$ cat src/ufad_pkg.sv
// Package for the UBX frame and acknowledgement detector: codes, constants and shared types.
package ufad_pkg;

  localparam int unsigned LEN_W = 10;
  localparam int unsigned MAX_PAYLOAD = 1016;

  localparam logic [7:0] SYNC_A     = 8'hB5;
  localparam logic [7:0] SYNC_B     = 8'h62;
  localparam logic [7:0] ACK_CLASS  = 8'h05;
  localparam logic [7:0] ACK_ACK_ID = 8'h01;
  localparam logic [7:0] ACK_NAK_ID = 8'h00;

  localparam logic [1:0] REQ_BYTE  = 2'd0;
  localparam logic [1:0] REQ_TICK  = 2'd1;
  localparam logic [1:0] REQ_WAIT  = 2'd2;

  localparam logic [1:0] VERDICT_NONE    = 2'd0;
  localparam logic [1:0] VERDICT_ACK     = 2'd1;
  localparam logic [1:0] VERDICT_NAK     = 2'd2;
  localparam logic [1:0] VERDICT_TIMEOUT = 2'd3;

  localparam logic [1:0] CFG_WANT_CLASS = 2'd0;
  localparam logic [1:0] CFG_WANT_ID    = 2'd1;
  localparam logic [1:0] CFG_TIMEOUT    = 2'd2;

  localparam logic [15:0] TIMEOUT_RESET = 16'd1000;

  localparam logic [3:0] PH_HUNT1   = 4'd0;
  localparam logic [3:0] PH_HUNT2   = 4'd1;
  localparam logic [3:0] PH_CLASS   = 4'd2;
  localparam logic [3:0] PH_ID      = 4'd3;
  localparam logic [3:0] PH_LEN_LO  = 4'd4;
  localparam logic [3:0] PH_LEN_HI  = 4'd5;
  localparam logic [3:0] PH_PAYLOAD = 4'd6;
  localparam logic [3:0] PH_CK_A    = 4'd7;
  localparam logic [3:0] PH_CK_B    = 4'd8;

  typedef struct packed {
    logic             done;
    logic [7:0]       cls;
    logic [7:0]       id;
    logic [LEN_W-1:0] len;
    logic [7:0]       p0;
    logic [7:0]       p1;
  } frame_info_t;

  typedef struct packed {
    logic             frame_done;
    logic [7:0]       done_class;
    logic [7:0]       done_id;
    logic [LEN_W-1:0] done_length;
    logic [1:0]       verdict;
    logic             busy_waiting;
  } result_t;

endpackage

$ cat src/ufad_ifs.sv
// Channel interfaces: request input, result output and register write port.
interface ufad_in_if;
  logic       valid;
  logic       ready;
  logic [1:0] req_type;
  logic [7:0] rx_byte;
  modport source (output valid, req_type, rx_byte, input ready);
  modport sink (input valid, req_type, rx_byte, output ready);
endinterface

interface ufad_out_if;
  logic                        valid;
  logic                        ready;
  logic                        frame_done;
  logic [7:0]                  done_class;
  logic [7:0]                  done_id;
  logic [ufad_pkg::LEN_W-1:0]  done_length;
  logic [1:0]                  verdict;
  logic                        busy_waiting;
  modport source (output valid, frame_done, done_class, done_id, done_length, verdict,
                  busy_waiting, input ready);
  modport sink (input valid, frame_done, done_class, done_id, done_length, verdict,
                busy_waiting, output ready);
endinterface

interface ufad_cfg_if;
  logic        valid;
  logic        ready;
  logic [1:0]  reg_index;
  logic [15:0] wdata;
  modport source (output valid, reg_index, wdata, input ready);
  modport sink (input valid, reg_index, wdata, output ready);
endinterface

$ cat src/ufad_parser.sv
// Byte-wise UBX frame parser: sync hunt, header, length, payload capture and checksum skip.
module ufad_parser (
  input  logic                  clk,
  input  logic                  rst_n,
  input  logic                  step,
  input  logic [7:0]            rx_byte,
  output ufad_pkg::frame_info_t info
);

  logic [3:0]                 phase_r, phase_nxt;
  logic [7:0]                 cls_r, cls_nxt;
  logic [7:0]                 id_r, id_nxt;
  logic [7:0]                 len_lo_r, len_lo_nxt;
  logic [ufad_pkg::LEN_W-1:0] len_r, len_nxt;
  logic [ufad_pkg::LEN_W-1:0] count_r, count_nxt;
  logic [7:0]                 p0_r, p0_nxt;
  logic [7:0]                 p1_r, p1_nxt;
  logic [15:0]                full_len;
  logic                       done;

  assign full_len = {rx_byte, len_lo_r};

  always_comb begin
    phase_nxt  = phase_r;
    cls_nxt    = cls_r;
    id_nxt     = id_r;
    len_lo_nxt = len_lo_r;
    len_nxt    = len_r;
    count_nxt  = count_r;
    p0_nxt     = p0_r;
    p1_nxt     = p1_r;
    done       = 1'b0;
    unique case (phase_r)
      ufad_pkg::PH_HUNT1: begin
        if (rx_byte == ufad_pkg::SYNC_A) phase_nxt = ufad_pkg::PH_HUNT2;
      end
      ufad_pkg::PH_HUNT2: begin
        // A repeated first sync byte keeps the hunt armed for the second.
        if (rx_byte == ufad_pkg::SYNC_B) phase_nxt = ufad_pkg::PH_CLASS;
        else if (rx_byte != ufad_pkg::SYNC_A) phase_nxt = ufad_pkg::PH_HUNT1;
      end
      ufad_pkg::PH_CLASS: begin
        cls_nxt   = rx_byte;
        phase_nxt = ufad_pkg::PH_ID;
      end
      ufad_pkg::PH_ID: begin
        id_nxt    = rx_byte;
        phase_nxt = ufad_pkg::PH_LEN_LO;
      end
      ufad_pkg::PH_LEN_LO: begin
        len_lo_nxt = rx_byte;
        phase_nxt  = ufad_pkg::PH_LEN_HI;
      end
      ufad_pkg::PH_LEN_HI: begin
        // Only lengths up to the maximum are kept, so the stored length is narrow.
        len_nxt   = full_len[ufad_pkg::LEN_W-1:0];
        count_nxt = '0;
        p0_nxt    = '0;
        p1_nxt    = '0;
        if (full_len > 16'(ufad_pkg::MAX_PAYLOAD)) phase_nxt = ufad_pkg::PH_HUNT1;
        else if (full_len == 16'd0) phase_nxt = ufad_pkg::PH_CK_A;
        else phase_nxt = ufad_pkg::PH_PAYLOAD;
      end
      ufad_pkg::PH_PAYLOAD: begin
        if (count_r == '0) p0_nxt = rx_byte;
        else if (count_r == ufad_pkg::LEN_W'(1)) p1_nxt = rx_byte;
        count_nxt = count_r + ufad_pkg::LEN_W'(1);
        if (count_nxt >= len_r) phase_nxt = ufad_pkg::PH_CK_A;
      end
      ufad_pkg::PH_CK_A: begin
        phase_nxt = ufad_pkg::PH_CK_B;
      end
      ufad_pkg::PH_CK_B: begin
        phase_nxt = ufad_pkg::PH_HUNT1;
        done      = 1'b1;
      end
      default: begin
        phase_nxt = ufad_pkg::PH_HUNT1;
      end
    endcase
  end

  always_ff @(posedge clk) begin
    if (!rst_n) begin
      phase_r  <= ufad_pkg::PH_HUNT1;
      cls_r    <= '0;
      id_r     <= '0;
      len_lo_r <= '0;
      len_r    <= '0;
      count_r  <= '0;
      p0_r     <= '0;
      p1_r     <= '0;
    end else if (step) begin
      phase_r  <= phase_nxt;
      cls_r    <= cls_nxt;
      id_r     <= id_nxt;
      len_lo_r <= len_lo_nxt;
      len_r    <= len_nxt;
      count_r  <= count_nxt;
      p0_r     <= p0_nxt;
      p1_r     <= p1_nxt;
    end
  end

  assign info.done = done;
  assign info.cls  = cls_r;
  assign info.id   = id_r;
  assign info.len  = len_r;
  assign info.p0   = p0_r;
  assign info.p1   = p1_r;

endmodule

$ cat src/ufad_waiter.sv
// Acknowledgement wait: configuration registers, tick counter and result assembly.
module ufad_waiter (
  input  logic                  clk,
  input  logic                  rst_n,
  input  logic                  step,
  input  logic [1:0]            req_type,
  input  ufad_pkg::frame_info_t info,
  input  logic                  cfg_we,
  input  logic [1:0]            cfg_idx,
  input  logic [15:0]           cfg_data,
  output ufad_pkg::result_t     res
);

  logic [7:0]  want_class_r;
  logic [7:0]  want_id_r;
  logic [15:0] timeout_r;
  logic        wait_r, wait_nxt;
  logic [15:0] elapsed_r, elapsed_nxt;
  logic [15:0] elapsed_inc;
  logic        frame_done;
  logic        ack_hit;
  logic [1:0]  verdict;

  assign frame_done  = (req_type == ufad_pkg::REQ_BYTE) && info.done;
  assign elapsed_inc = (elapsed_r == 16'hFFFF) ? elapsed_r : elapsed_r + 16'd1;

  // An acknowledgement counts only if it carries at least the class and id it names.
  assign ack_hit = wait_r && frame_done && (info.cls == ufad_pkg::ACK_CLASS) &&
                   ((info.id == ufad_pkg::ACK_ACK_ID) || (info.id == ufad_pkg::ACK_NAK_ID)) &&
                   (info.len >= ufad_pkg::LEN_W'(2)) &&
                   (info.p0 == want_class_r) && (info.p1 == want_id_r);

  always_comb begin
    wait_nxt    = wait_r;
    elapsed_nxt = elapsed_r;
    verdict     = ufad_pkg::VERDICT_NONE;
    unique case (req_type)
      ufad_pkg::REQ_BYTE: begin
        if (ack_hit) begin
          verdict  = (info.id == ufad_pkg::ACK_ACK_ID) ? ufad_pkg::VERDICT_ACK
                                                        : ufad_pkg::VERDICT_NAK;
          wait_nxt = 1'b0;
        end
      end
      ufad_pkg::REQ_TICK: begin
        if (wait_r) begin
          elapsed_nxt = elapsed_inc;
          if (elapsed_inc >= timeout_r) begin
            verdict  = ufad_pkg::VERDICT_TIMEOUT;
            wait_nxt = 1'b0;
          end
        end
      end
      ufad_pkg::REQ_WAIT: begin
        elapsed_nxt = '0;
        if (timeout_r == 16'd0) begin
          verdict  = ufad_pkg::VERDICT_TIMEOUT;
          wait_nxt = 1'b0;
        end else begin
          wait_nxt = 1'b1;
        end
      end
      default: begin
      end
    endcase
  end

  always_ff @(posedge clk) begin
    if (!rst_n) begin
      want_class_r <= '0;
      want_id_r    <= '0;
      timeout_r    <= ufad_pkg::TIMEOUT_RESET;
    end else if (cfg_we) begin
      unique case (cfg_idx)
        ufad_pkg::CFG_WANT_CLASS: want_class_r <= cfg_data[7:0];
        ufad_pkg::CFG_WANT_ID:    want_id_r    <= cfg_data[7:0];
        ufad_pkg::CFG_TIMEOUT:    timeout_r    <= cfg_data;
        default: begin
        end
      endcase
    end
  end

  always_ff @(posedge clk) begin
    if (!rst_n) begin
      wait_r    <= 1'b0;
      elapsed_r <= '0;
    end else if (step) begin
      wait_r    <= wait_nxt;
      elapsed_r <= elapsed_nxt;
    end
  end

  assign res.frame_done   = frame_done;
  assign res.done_class   = frame_done ? info.cls : 8'd0;
  assign res.done_id      = frame_done ? info.id : 8'd0;
  assign res.done_length  = frame_done ? info.len : '0;
  assign res.verdict      = verdict;
  assign res.busy_waiting = wait_nxt;

endmodule

$ cat src/ubx_frame_ack_detector_core.sv
// Top level of the UBX frame and acknowledgement detector.
// Each request is captured in an input register; its result is then taken into an output register
// once that register is empty or its result is being accepted, and is offered from there.
// Throughput is one request per cycle unless the output stalls; the parser phase and wait state update in one step.
// Reset (rst_n, synchronous, active low) empties both registers, returns the parser to the
// sync hunt, ends any wait and restores the registers to class 0, id 0 and 1000 ticks.
module ubx_frame_ack_detector_core (
  input  logic        clk,
  input  logic        rst_n,
  ufad_in_if.sink     in_chan,
  ufad_out_if.source  out_chan,
  ufad_cfg_if.sink    cfg_chan
);

  logic              in_valid_r;
  logic [1:0]        in_req_r;
  logic [7:0]        in_byte_r;
  logic              out_valid_r;
  ufad_pkg::result_t out_res_r;
  logic              advance;
  logic              in_take;
  ufad_pkg::frame_info_t info;
  ufad_pkg::result_t res;

  assign advance = in_valid_r && (!out_valid_r || out_chan.ready);
  assign in_chan.ready = !in_valid_r || advance;
  assign in_take = in_chan.valid && in_chan.ready;
  assign cfg_chan.ready = 1'b1;

  ufad_parser u_parser (
    .clk     (clk),
    .rst_n   (rst_n),
    .step    (advance && (in_req_r == ufad_pkg::REQ_BYTE)),
    .rx_byte (in_byte_r),
    .info    (info)
  );

  ufad_waiter u_waiter (
    .clk      (clk),
    .rst_n    (rst_n),
    .step     (advance),
    .req_type (in_req_r),
    .info     (info),
    .cfg_we   (cfg_chan.valid),
    .cfg_idx  (cfg_chan.reg_index),
    .cfg_data (cfg_chan.wdata),
    .res      (res)
  );

  always_ff @(posedge clk) begin
    if (!rst_n) begin
      in_valid_r <= 1'b0;
    end else if (in_chan.ready) begin
      in_valid_r <= in_chan.valid;
    end
  end

  always_ff @(posedge clk) begin
    if (in_take) begin
      in_req_r  <= in_chan.req_type;
      in_byte_r <= in_chan.rx_byte;
    end
  end

  always_ff @(posedge clk) begin
    if (!rst_n) begin
      out_valid_r <= 1'b0;
    end else if (advance) begin
      out_valid_r <= 1'b1;
    end else if (out_chan.ready) begin
      out_valid_r <= 1'b0;
    end
  end

  always_ff @(posedge clk) begin
    if (advance) begin
      out_res_r <= res;
    end
  end

  assign out_chan.valid        = out_valid_r;
  assign out_chan.frame_done   = out_res_r.frame_done;
  assign out_chan.done_class   = out_res_r.done_class;
  assign out_chan.done_id      = out_res_r.done_id;
  assign out_chan.done_length  = out_res_r.done_length;
  assign out_chan.verdict      = out_res_r.verdict;
  assign out_chan.busy_waiting = out_res_r.busy_waiting;

endmodule
$ cat src/flat_wrapper.sv
// flat-port wrapper written by rule: the top's interface ports become plain ports
module ubx_frame_ack_detector_core_flat 
  (clk, rst_n, in_chan_valid, in_chan_req_type, in_chan_rx_byte, in_chan_ready, out_chan_valid, out_chan_frame_done, out_chan_done_class, out_chan_done_id, out_chan_done_length, out_chan_verdict, out_chan_busy_waiting, out_chan_ready, cfg_chan_valid, cfg_chan_reg_index, cfg_chan_wdata, cfg_chan_ready);
  ufad_in_if in_chan_i ();
  ufad_out_if out_chan_i ();
  ufad_cfg_if cfg_chan_i ();
  input  logic clk;
  input  logic rst_n;
  input wire logic [$bits(in_chan_i.valid)-1:0] in_chan_valid;
  input wire logic [$bits(in_chan_i.req_type)-1:0] in_chan_req_type;
  input wire logic [$bits(in_chan_i.rx_byte)-1:0] in_chan_rx_byte;
  output wire logic [$bits(in_chan_i.ready)-1:0] in_chan_ready;
  output wire logic [$bits(out_chan_i.valid)-1:0] out_chan_valid;
  output wire logic [$bits(out_chan_i.frame_done)-1:0] out_chan_frame_done;
  output wire logic [$bits(out_chan_i.done_class)-1:0] out_chan_done_class;
  output wire logic [$bits(out_chan_i.done_id)-1:0] out_chan_done_id;
  output wire logic [$bits(out_chan_i.done_length)-1:0] out_chan_done_length;
  output wire logic [$bits(out_chan_i.verdict)-1:0] out_chan_verdict;
  output wire logic [$bits(out_chan_i.busy_waiting)-1:0] out_chan_busy_waiting;
  input wire logic [$bits(out_chan_i.ready)-1:0] out_chan_ready;
  input wire logic [$bits(cfg_chan_i.valid)-1:0] cfg_chan_valid;
  input wire logic [$bits(cfg_chan_i.reg_index)-1:0] cfg_chan_reg_index;
  input wire logic [$bits(cfg_chan_i.wdata)-1:0] cfg_chan_wdata;
  output wire logic [$bits(cfg_chan_i.ready)-1:0] cfg_chan_ready;
  assign in_chan_i.valid = in_chan_valid;
  assign in_chan_i.req_type = in_chan_req_type;
  assign in_chan_i.rx_byte = in_chan_rx_byte;
  assign in_chan_ready = in_chan_i.ready;
  assign out_chan_valid = out_chan_i.valid;
  assign out_chan_frame_done = out_chan_i.frame_done;
  assign out_chan_done_class = out_chan_i.done_class;
  assign out_chan_done_id = out_chan_i.done_id;
  assign out_chan_done_length = out_chan_i.done_length;
  assign out_chan_verdict = out_chan_i.verdict;
  assign out_chan_busy_waiting = out_chan_i.busy_waiting;
  assign out_chan_i.ready = out_chan_ready;
  assign cfg_chan_i.valid = cfg_chan_valid;
  assign cfg_chan_i.reg_index = cfg_chan_reg_index;
  assign cfg_chan_i.wdata = cfg_chan_wdata;
  assign cfg_chan_ready = cfg_chan_i.ready;
  ubx_frame_ack_detector_core u_core (.clk(clk), .rst_n(rst_n), .in_chan(in_chan_i), .out_chan(out_chan_i), .cfg_chan(cfg_chan_i));
endmodule
$ cat config.mk
export PLATFORM = sky130hd
export DESIGN_NAME = ubx_frame_ack_detector_core_flat
export DESIGN_NICKNAME = d
export VERILOG_FILES = /design/src/ufad_pkg.sv /design/src/ufad_ifs.sv /design/src/ufad_parser.sv /design/src/ufad_waiter.sv /design/src/ubx_frame_ack_detector_core.sv /design/src/flat_wrapper.sv
export SDC_FILE = /design/constraint.sdc
export NUM_CORES = 1
export LEC_CHECK = 0
export BUFFER_PORTS_ARGS = -buffer_cell sky130_fd_sc_hd__buf_2
export CAP_MARGIN = 0
export CORE_MARGIN = 10
export CORE_UTILIZATION = 40
export DETAILED_ROUTE_END_ITERATION = 7
export PLACE_DENSITY = 0.54
export SYNTH_ARGS = -nofsm -noshare
export SYNTH_HDL_FRONTEND = slang
export SYNTH_SLANG_ARGS = --single-unit
$ cat constraint.sdc
create_clock -name clk -period 4.95 [get_ports clk]
set_input_delay 0.2475 -clock clk [delete_from_list [all_inputs] [get_ports clk]]
set_output_delay 0.2475 -clock clk [all_outputs]
set_load 0.005 [all_outputs]
==> out/qor.txt, run 1 <==
status -> completed
most frequent cell on the critical path -> ha_1
Synth Flop Type -> dfxtp_1
pin slew with the least headroom to its limit -> 819 ps
Mean Syn Cell Area -> 9.75 µm²
Total GRT Usage -> 0.150
Critical Path End -> u_core.u_waiter.wait_r
clk root buf -> clkbuf_16
TritonCTS clock tree -> built
Area Growth Syn to Fin -> 14.7%
DRC -> 0
FFs w/ async S/R, synth -> 0
Worst Reg-to-Reg Cells -> 13
post-layout min period -> 3580 ps
CP max stage cell -> dfxtp_1
worst setup path startpoint -> u_core.u_waiter.elapsed_r[0]
Post-DRT Antenna Nets -> 0
final hold vios -> 0
pin count of the biggest net entering global routing -> 70
Worst IR Drop VDD -> 0.255 mV
filler cell count -> 1,774
H-tree level count -> 4
reg2reg end -> u_core.u_waiter.wait_r
first-pass detailed-route iteration total -> 5
chip width -> 158 µm
Hold WS -> 31.4 ps
area of the core -> 0.0187 mm²
post-synthesis sequential area ratio -> 0.461
GR Overflow Total -> 0
Yosys top cell by area -> dfxtp_1
CP max FO -> 12
Mapped Cells -> 779
setup TNS -> 0 ps
Synth cell types -> 64
Worst Skew -> 10.4 ps
RSZ-0062 raised after global routing -> no
layout net count -> 899
RD Place Congestion -> 0.849
Die ar. -> 0.0249 mm²
Ys Warns -> 0
final wirelength -> 18.2 mm
top cells by area, synth -> dfxtp_1 (30%), edfxtp_1 (16%), mux2i_1 (8.2%)
crit-path cells -> ha_1 -> inv_1 -> nor4_4 -> nand2_2 -> nand4_1 -> xnor2_1 -> ha_1 -> and3_1 -> a221oi_1 -> o21ai_0 -> a211o_1 -> o31a_1 -> a311oi_1
area occupied by registers -> 0.00350 mm²
synthesized net count -> 842
r2r setup slk -> 1370 ps
maximum clock frequency -> 280 MHz
endpoint class of the critical path -> flip-flop
# diodes -> 0
CP max stage delay -> 440 ps
CP startpoint kind -> flip-flop
Critical Path RT -> 5290 ps
leading cell types by count after synthesis -> dfxtp_1 (115), nand2_1 (67), mux2i_1 (62), nor2b_1 (43), nor2_1 (42)
synthesis-stage register bit count -> 155
clock sinks -> 155
crit path kind -> flip-flop to flip-flop
layout cell share with drive strength beyond 1 -> 0.140
routed wire length per instance -> 16.8 µm
clk buf depth -> 2
Critical Path AT -> 3910 ps
multi-input logic area -> 0.00380 mm²
Slew Limit Headroom -> 0.453
initial antenna violation count -> 0
pre-CTS setup slack -> 1390 ps
Post-synth EDFFs -> 40
register clock-pin slew on the reported worst setup and hold paths -> 70 ps
final worst slack -> 1370 ps
# IOs -> 66
initial core utilization -> 0.406
count leader, synth -> dfxtp_1
Via Count -> 5,778
R2R Path Start -> u_core.u_waiter.elapsed_r[0]
Final setup viols -> 0
final period utilization -> 0.722
Iter 0 DRT Violations -> 334
post-CTS resize count -> 0
Clock Latency Late Sink -> 430 ps
max cap viols -> 0
hold crit path type -> input pin to flip-flop
Via density -> 5.34
Post-Syn Area -> 0.00760 mm²
PD cells -> 311 mW/mm²
vias in the first global route -> 5,751
first-pass GRT wire length -> 29.7 mm
dpl hpwl -> 13.2 mm
top cell type's share of synthesized area -> 0.303
Die Y -> 158 µm
IO Port Bufs -> 64
FP Rows -> 50
leakage -> 0.00324 µW
Slew Viols, Final -> 0
CTS buffer count -> 17
[cells in the final DEF, fill, tap and decap left out, types with 24 or more instances in the layout]
master	netlist	layout
nand4_1	24	24
nand2_1	67	67
nor2b_1	43	43
a21oi_1	38	38
buf_2	6	64
inv_1	35	35
mux2i_1	62	62
and2_1	38	38
ha_1	30	30
edfxtp_1	40	40
xnor2_1	25	25
nor2_1	42	42
dfxtp_1	115	115
o21ai_0	26	26
[timing repair]
action | 4_1_cts | 5_1_grt
setup buffers | 0 | 0
hold buffers | 8 | 0
endpoints found under the hold margin | 8 | 0
[how the worst min path moves through the flow]
stage	depth (start not counted)	to	start	slack, ps
after floorplan	0	u_core.in_byte_r[0]	in_chan_rx_byte[0]	350
after global placement	1	u_core.in_byte_r[4]	in_chan_rx_byte[4]	430
after detailed placement	1	u_core.in_byte_r[5]	in_chan_rx_byte[5]	430
after CTS	1	u_core.in_req_r[0]	in_chan_req_type[0]	9
after global routing	1	u_core.in_req_r[0]	in_chan_req_type[0]	10
final	1	u_core.in_req_r[0]	in_chan_req_type[0]	30
[logic make-up after synthesis]
group,synth area share
other cells,0.000494
simple gates,0.218
fa+ha+maj,0.0494
mux,0.0846
flops,0.461
buf+inv,0.0387
xor+xnor,0.0415
compound gates,0.106
[routing by layer]
layer	part of all wire	GRT usage
met1	0.46	0.188
met2	0.48	0.252
met3	0.041	0.0304
met4	0.014	0.0525
met5	0	0
[report_power, final]
group          internal [µW]  switching [µW]
registers               1330            23.5
clock network            682             557
logic                   52.2            66.2
total                   2060             647
[critical path, delay by kind of cell (launching register included)]
kind | cells | cell delay [ps]
adder cells (fa/ha/maj) | 2 | 500
flip-flops | 1 | 440
AO/OA/AOI/OAI | 5 | 1250
buffers and inverters | 1 | 110
XOR/XNOR | 1 | 140
AND/OR/NAND/NOR | 4 | 1030
[sequential cells by signal (all words and copies together) (netlist names), 10 cells and up]
| register | cells |
|---|---|
| u_core.u_parser.len_r | 10 |
| u_core.out_chan.done_length | 10 |
| u_core.u_waiter.elapsed_r | 16 |
| u_core.u_waiter.timeout_r | 16 |
| u_core.u_parser.count_r | 10 |
[through the flow]
step / total power, µW / area, µm² / cells / utilization
6_report: 2710 / 8720 / 1083 / 0.466
5_1_grt: 2800 / 8720 / 1083 / 0.466
3_3_place_gp: 1490 / 8080 / 1043 / 0.432
2_1_floorplan: 1440 / 7600 / 779 / -
4_1_cts: 2740 / 8720 / 1083 / 0.466
3_5_place_dp: 1490 / 8080 / 1043 / 0.432
[area by class of cell]
cell class / instances / share of cell area
Multi-Input combinational cell: 551 / 0.436
Sequential cell: 155 / 0.402
Clock buffer: 20 / 0.0524
Timing Repair Buffer: 76 / 0.0494
Tap cell: 234 / 0.0336
Inverter: 35 / 0.0151
Clock inverter: 12 / 0.0116
(Power assumes the default switching activity.)
==> run 2: changes to the inputs <==
clock period = 3.5 ns   (was 4.95 ns; I/O delays follow)
==> out/qor.txt, run 2 (same netlist as run 1, synthesis figures left out) <==
GRT busiest layer -> met2
clk root buf -> clkbuf_16
Worst Skew -> 10.9 ps
crit-path cells -> nand4_1 -> nor4_4 -> nand2_2 -> buf_4 -> mux2_2 -> ha_1 -> a2111oi_2 -> o21ai_1 -> a211o_1 -> o31a_1 -> a311oi_1
# diodes -> 0
clk buf depth -> 2
status -> completed
setup TNS -> 0 ps
Slew Viols, Final -> 0
met1 usage -> 0.195
final hold vios -> 0
clock sinks -> 155
RD Place Congestion -> 0.866
R2R Path Start -> u_core.u_waiter.elapsed_r[2]
Hold WS -> 9.20 ps
Cell Area, Placed -> 0.00814 mm²
Area Growth Syn to Fin -> 17.4%
initial core utilization -> 0.406
chip width -> 158 µm
Iter 0 DRT Violations -> 386
Worst IR Drop VDD -> 0.363 mV
area of the core -> 0.0187 mm²
DRC -> 0
GR Overflow Total -> 0
pin count of the biggest net entering global routing -> 39
global routing usage on met2 -> 0.252
commonest non-fill, non-tap cell in the layout -> dfxtp_1
largest registers -> u_core.u_waiter.elapsed_r (16), u_core.u_waiter.timeout_r (16)
maximum clock frequency -> 307 MHz
Critical Path RT -> 3820 ps
# IOs -> 66
Via density -> 5.28
CP max stage cell -> dfxtp_1
pin slew with the least headroom to its limit -> 724 ps
layout cell share with drive strength beyond 1 -> 0.154
crit path kind -> flip-flop to flip-flop
first-pass GRT wire length -> 30.3 mm
vias in the first global route -> 5,777
initial antenna violation count -> 0
hold crit path type -> input pin to flip-flop
Hold Path Origin -> cfg_chan_wdata[12]
dpl hpwl -> 13.4 mm
final instance area -> 0.00892 mm²
Die Y -> 158 µm
reg2reg end -> u_core.u_waiter.wait_r
layout net count -> 920
Post-DRT Antenna Nets -> 0
final period utilization -> 0.931
r2r setup slk -> 240 ps
most frequent cells in the layout -> dfxtp_1 (113), nand2_1 (67), buf_2 (64), mux2i_1 (62), nor2b_1 (43)
leakage -> 0.00334 µW
TritonCTS clock tree -> built
post-layout min period -> 3260 ps
met3 usage -> 0.0328
Final setup viols -> 0
Total GRT Usage -> 0.154
Clock Latency Late Sink -> 430 ps
FP Rows -> 50
Via Count -> 5,831
register clock-pin slew on the reported worst setup and hold paths -> 60 ps
CTS buffer count -> 17
CP startpoint kind -> flip-flop
routed wire length per instance -> 16.8 µm
IO Port Bufs -> 64
post-layout util -> 0.477
max cap viols -> 0
Die ar. -> 0.0249 mm²
final wirelength -> 18.5 mm
Final Power -> 3900 µW
CP max stage delay -> 450 ps
H-tree level count -> 4
Worst Reg-to-Reg Cells -> 11
Worst Hold End -> u_core.u_waiter.timeout_r[12]
PD cells -> 437 mW/mm²
CP max FO -> 7
endpoint class of the critical path -> flip-flop
Critical Path AT -> 3580 ps
Slew Limit Headroom -> 0.513
WHS Path Cells -> 3
first-pass detailed-route iteration total -> 4
==> run 2: where the power goes <==
group	internal, µW	switching, µW	leakage [µW]	total (µW)
sequential	1880	33.1	0.00129	1910
combinational	80.1	96.3	0.00177	176
clock	1030	783	0.000276	1820
==> run 2: timing repair <==
| item | CTS | global route |
|---|---|---|
| setup endpoints to repair | 0 | 4 |
| buffers inserted | 0 | 5 |
| resized for setup | 0 | 6 |
| hold endpoints to repair | 16 | 0 |
| hold buffers | 16 | 0 |
==> run 2: area by class of cell <==
class                           instances  area [µm²]
Fill cell                            1741        9790
Multi-Input combinational cell        551        3810
Sequential cell                       155        3510
Timing Repair Buffer                   97         608
Clock buffer                           21         462
Tap cell                              234         293
Inverter                               35         131
Clock inverter                         11         109
==> run 2: worst max path at each step <==
| stage | to | cells past startpoint | startpoint |
|---|---|---|---|
| final | u_core.u_waiter.wait_r | 11 | u_core.u_waiter.elapsed_r[2] |
| after CTS | u_core.u_waiter.wait_r | 12 | u_core.u_waiter.elapsed_r[1] |
| after global routing | u_core.u_waiter.wait_r | 12 | u_core.u_waiter.elapsed_r[2] |
| after floorplan | u_core.u_waiter.wait_r | 13 | u_core.u_waiter.elapsed_r[0] |
| after detailed placement | u_core.u_waiter.wait_r | 13 | u_core.u_waiter.elapsed_r[1] |
| after global placement | u_core.u_waiter.wait_r | 13 | u_core.u_waiter.elapsed_r[1] |
==> run 2: layer usage <==
| layer | vias up | share of wire |
|---|---|---|
| met2 | 125 | 0.48 |
| met4 | 0 | 0.014 |
| met3 | 23 | 0.043 |
| met1 | 2777 | 0.47 |
| met5 | - | 0 |
| li1 | 2906 | - |
==> run 2: per-stage QoR <==
| stage | worst slack (ps) | std cells |
|---|---|---|
| after floorplan | 336 | 779 |
| after global routing | -0.800 | 1104 |
| final | 242 | 1104 |
| after CTS | 89.7 | 1099 |
| after detailed placement | 108 | 1051 |
| after global placement | 218 | 1051 |
==> run 2: critical path, delay by kind of cell, from the launching register on <==
kind / cells / cell delay [ps]
AOI/OAI and AO/OA: 5 / 1310
and+or+nand+nor: 3 / 680
DFF: 1 / 450
adders and majority gates: 1 / 290
muxes: 1 / 260
buffers and inverters: 1 / 160
==> run 3: changes to the inputs <==
PLACE_DENSITY = 0.56   (was 0.54)
clock period = 2.6 ns   (was 3.5 ns; I/O delays follow)
==> out/qor.txt, run 3 (same netlist as run 1, synthesis figures left out) <==
Total GRT Usage -> 0.158
layout net count -> 976
FP Rows -> 50
clk root buf -> clkbuf_16
post-layout min period -> 3060 ps
Critical Path RT -> 2940 ps
failing checks -> negative setup slack
chip width -> 158 µm
TritonCTS clock tree -> built
dpl hpwl -> 13.7 mm
crit-path cells -> nand4_1 -> nor4_4 -> nand2_2 -> buf_6 -> mux2_4 -> ha_4 -> a2111oi_4 -> o21ai_1 -> a211o_1 -> o31a_1 -> a311oi_1
PD cells -> 564 mW/mm²
Hold Path Origin -> cfg_chan_wdata[6]
Via density -> 5.21
Worst IR Drop VDD -> 0.467 mV
Via Count -> 6,049
RSZ-0062 raised after global routing -> yes
Die Y -> 158 µm
GRT busiest layer -> met2
routed wire length per instance -> 16.2 µm
pre-CTS setup slack -> -524 ps
# diodes -> 0
Worst Reg-to-Reg Cells -> 11
Critical Path AT -> 3390 ps
hold crit path type -> input pin to flip-flop
CP max FO -> 5
met3 usage -> 0.0347
cell family with most CP delay -> compound AO/OA/AOI/OAI gates
initial core utilization -> 0.406
Hold WS -> 31.2 ps
initial antenna violation count -> 0
CP startpoint kind -> flip-flop
WP depth -> 11
Slew Limit Headroom -> 0.513
leakage -> 0.00367 µW
first-pass detailed-route iteration total -> 5
status -> finished with violations
endpoint class of the critical path -> flip-flop
Iter 0 DRT Violations -> 335
Buf/Inv on CP -> 1
CP max stage cell -> nor4_4
area of the core -> 0.0187 mm²
crit path kind -> flip-flop to flip-flop
CTS buffer count -> 17
final period utilization -> 1.18
IO Port Bufs -> 64
first-pass GRT wire length -> 31.4 mm
max cap viols -> 0
Post-DRT Antenna Nets -> 0
RD Place Congestion -> 0.887
pin count of the biggest net entering global routing -> 46
final worst slack -> -457 ps
met1 usage -> 0.207
largest registers -> u_core.u_waiter.elapsed_r (16), u_core.u_waiter.timeout_r (16)
worst setup path startpoint -> u_core.u_waiter.elapsed_r[5]
global routing usage on met2 -> 0.252
filler cell count -> 1,704
# IOs -> 66
layout cell share with drive strength beyond 1 -> 0.214
pin slew with the least headroom to its limit -> 724 ps
final wirelength -> 18.8 mm
most frequent cells in the layout -> dfxtp_1 (108), nand2_1 (66), buf_2 (64), mux2i_1 (62), buf_4 (62)
DRC -> 0
H-tree level count -> 4
Worst Skew -> 7.28 ps
maximum clock frequency -> 327 MHz
GR Overflow Total -> 0
WHS Path Cells -> 3
CP max stage delay -> 370 ps
Final setup viols -> 4
Clock Latency Late Sink -> 430 ps
R2R Path Start -> u_core.u_waiter.elapsed_r[5]
register clock-pin slew on the reported worst setup and hold paths -> 60 ps
vias in the first global route -> 6,065
final hold vios -> 0
Area Growth Syn to Fin -> 24.9%
Slew Viols, Final -> 0
Die ar. -> 0.0249 mm²
clk buf depth -> 2
commonest non-fill, non-tap cell in the layout -> dfxtp_1
clock sinks -> 155
==> run 3: cell types whose count changed in the layout (fill, tap and decap cells not counted), moves of 3 or more <==
cell and delta:
dfxtp_1 -5, dfxtp_2 +5, dlygate4sd3_1 +10, buf_4 +45, clkbuf_1 -3
==> run 3: metal layers <==
metal	vias up	part of all wire
met4	0	0.016
met5	-	0
met3	22	0.035
met1	2916	0.48
met2	104	0.47
li1	3007	-
==> run 3: final cells by class <==
cell class	instances	area, µm²	share of cell area
flip-flops and latches	155	3510	0.370
repair buffers	153	1060	0.111
multi-input cells	551	3890	0.410
inverters	35	131	0.0138
clock inverters	15	184	0.0194
clock buffers	17	425	0.0448
well taps	234	293	0.0308
==> run 3: path summary, 6_finish.rpt <==
path | endpoint | slack [ps]
setup reg to reg | u_core.u_waiter.wait_r | -460
hold / removal | u_core.u_waiter.timeout_r[6] | 30
hold reg to reg | u_core.u_parser.len_r[1] | 480
setup / recovery | u_core.u_waiter.wait_r | -460
==> run 3: stage by stage <==
step	instances	total power (µW)	setup TNS (ps)	util	instance area [µm²]
after floorplan	779	2740	-1470	-	7650
after global placement	1099	2850	-1640	0.456	8540
after detailed placement	1099	2850	-1980	0.456	8540
after CTS	1159	5410	-1520	0.506	9470
after global routing	1160	5550	-2240	0.508	9490
final	1160	5360	-1530	0.508	9490
==> run 3: power by group <==
part / switching (µW) / internal (µW) / leakage [µW] / total, µW
Sequential: 40.9 / 2530 / 0.00129 / 2570
Combinational: 138 / 125 / 0.00207 / 263
Clock: 1080 / 1450 / 0.000300 / 2530
Total: 1260 / 4100 / 0.00367 / 5360
==> run 3: worst min-delay path, stage by stage <==
cell	delay [ps]
buf_2	120
nand2_1	80
o211ai_1	90
==> run 3: repair_timing <==
action / CTS / global route
pin swaps: 13 / 8
resized for setup: 15 / 4
endpoints found under the hold margin: 30 / 0
hold buffers: 26 / 0
buffers inserted: 2 / 1
setup endpoints to repair: 4 / 8
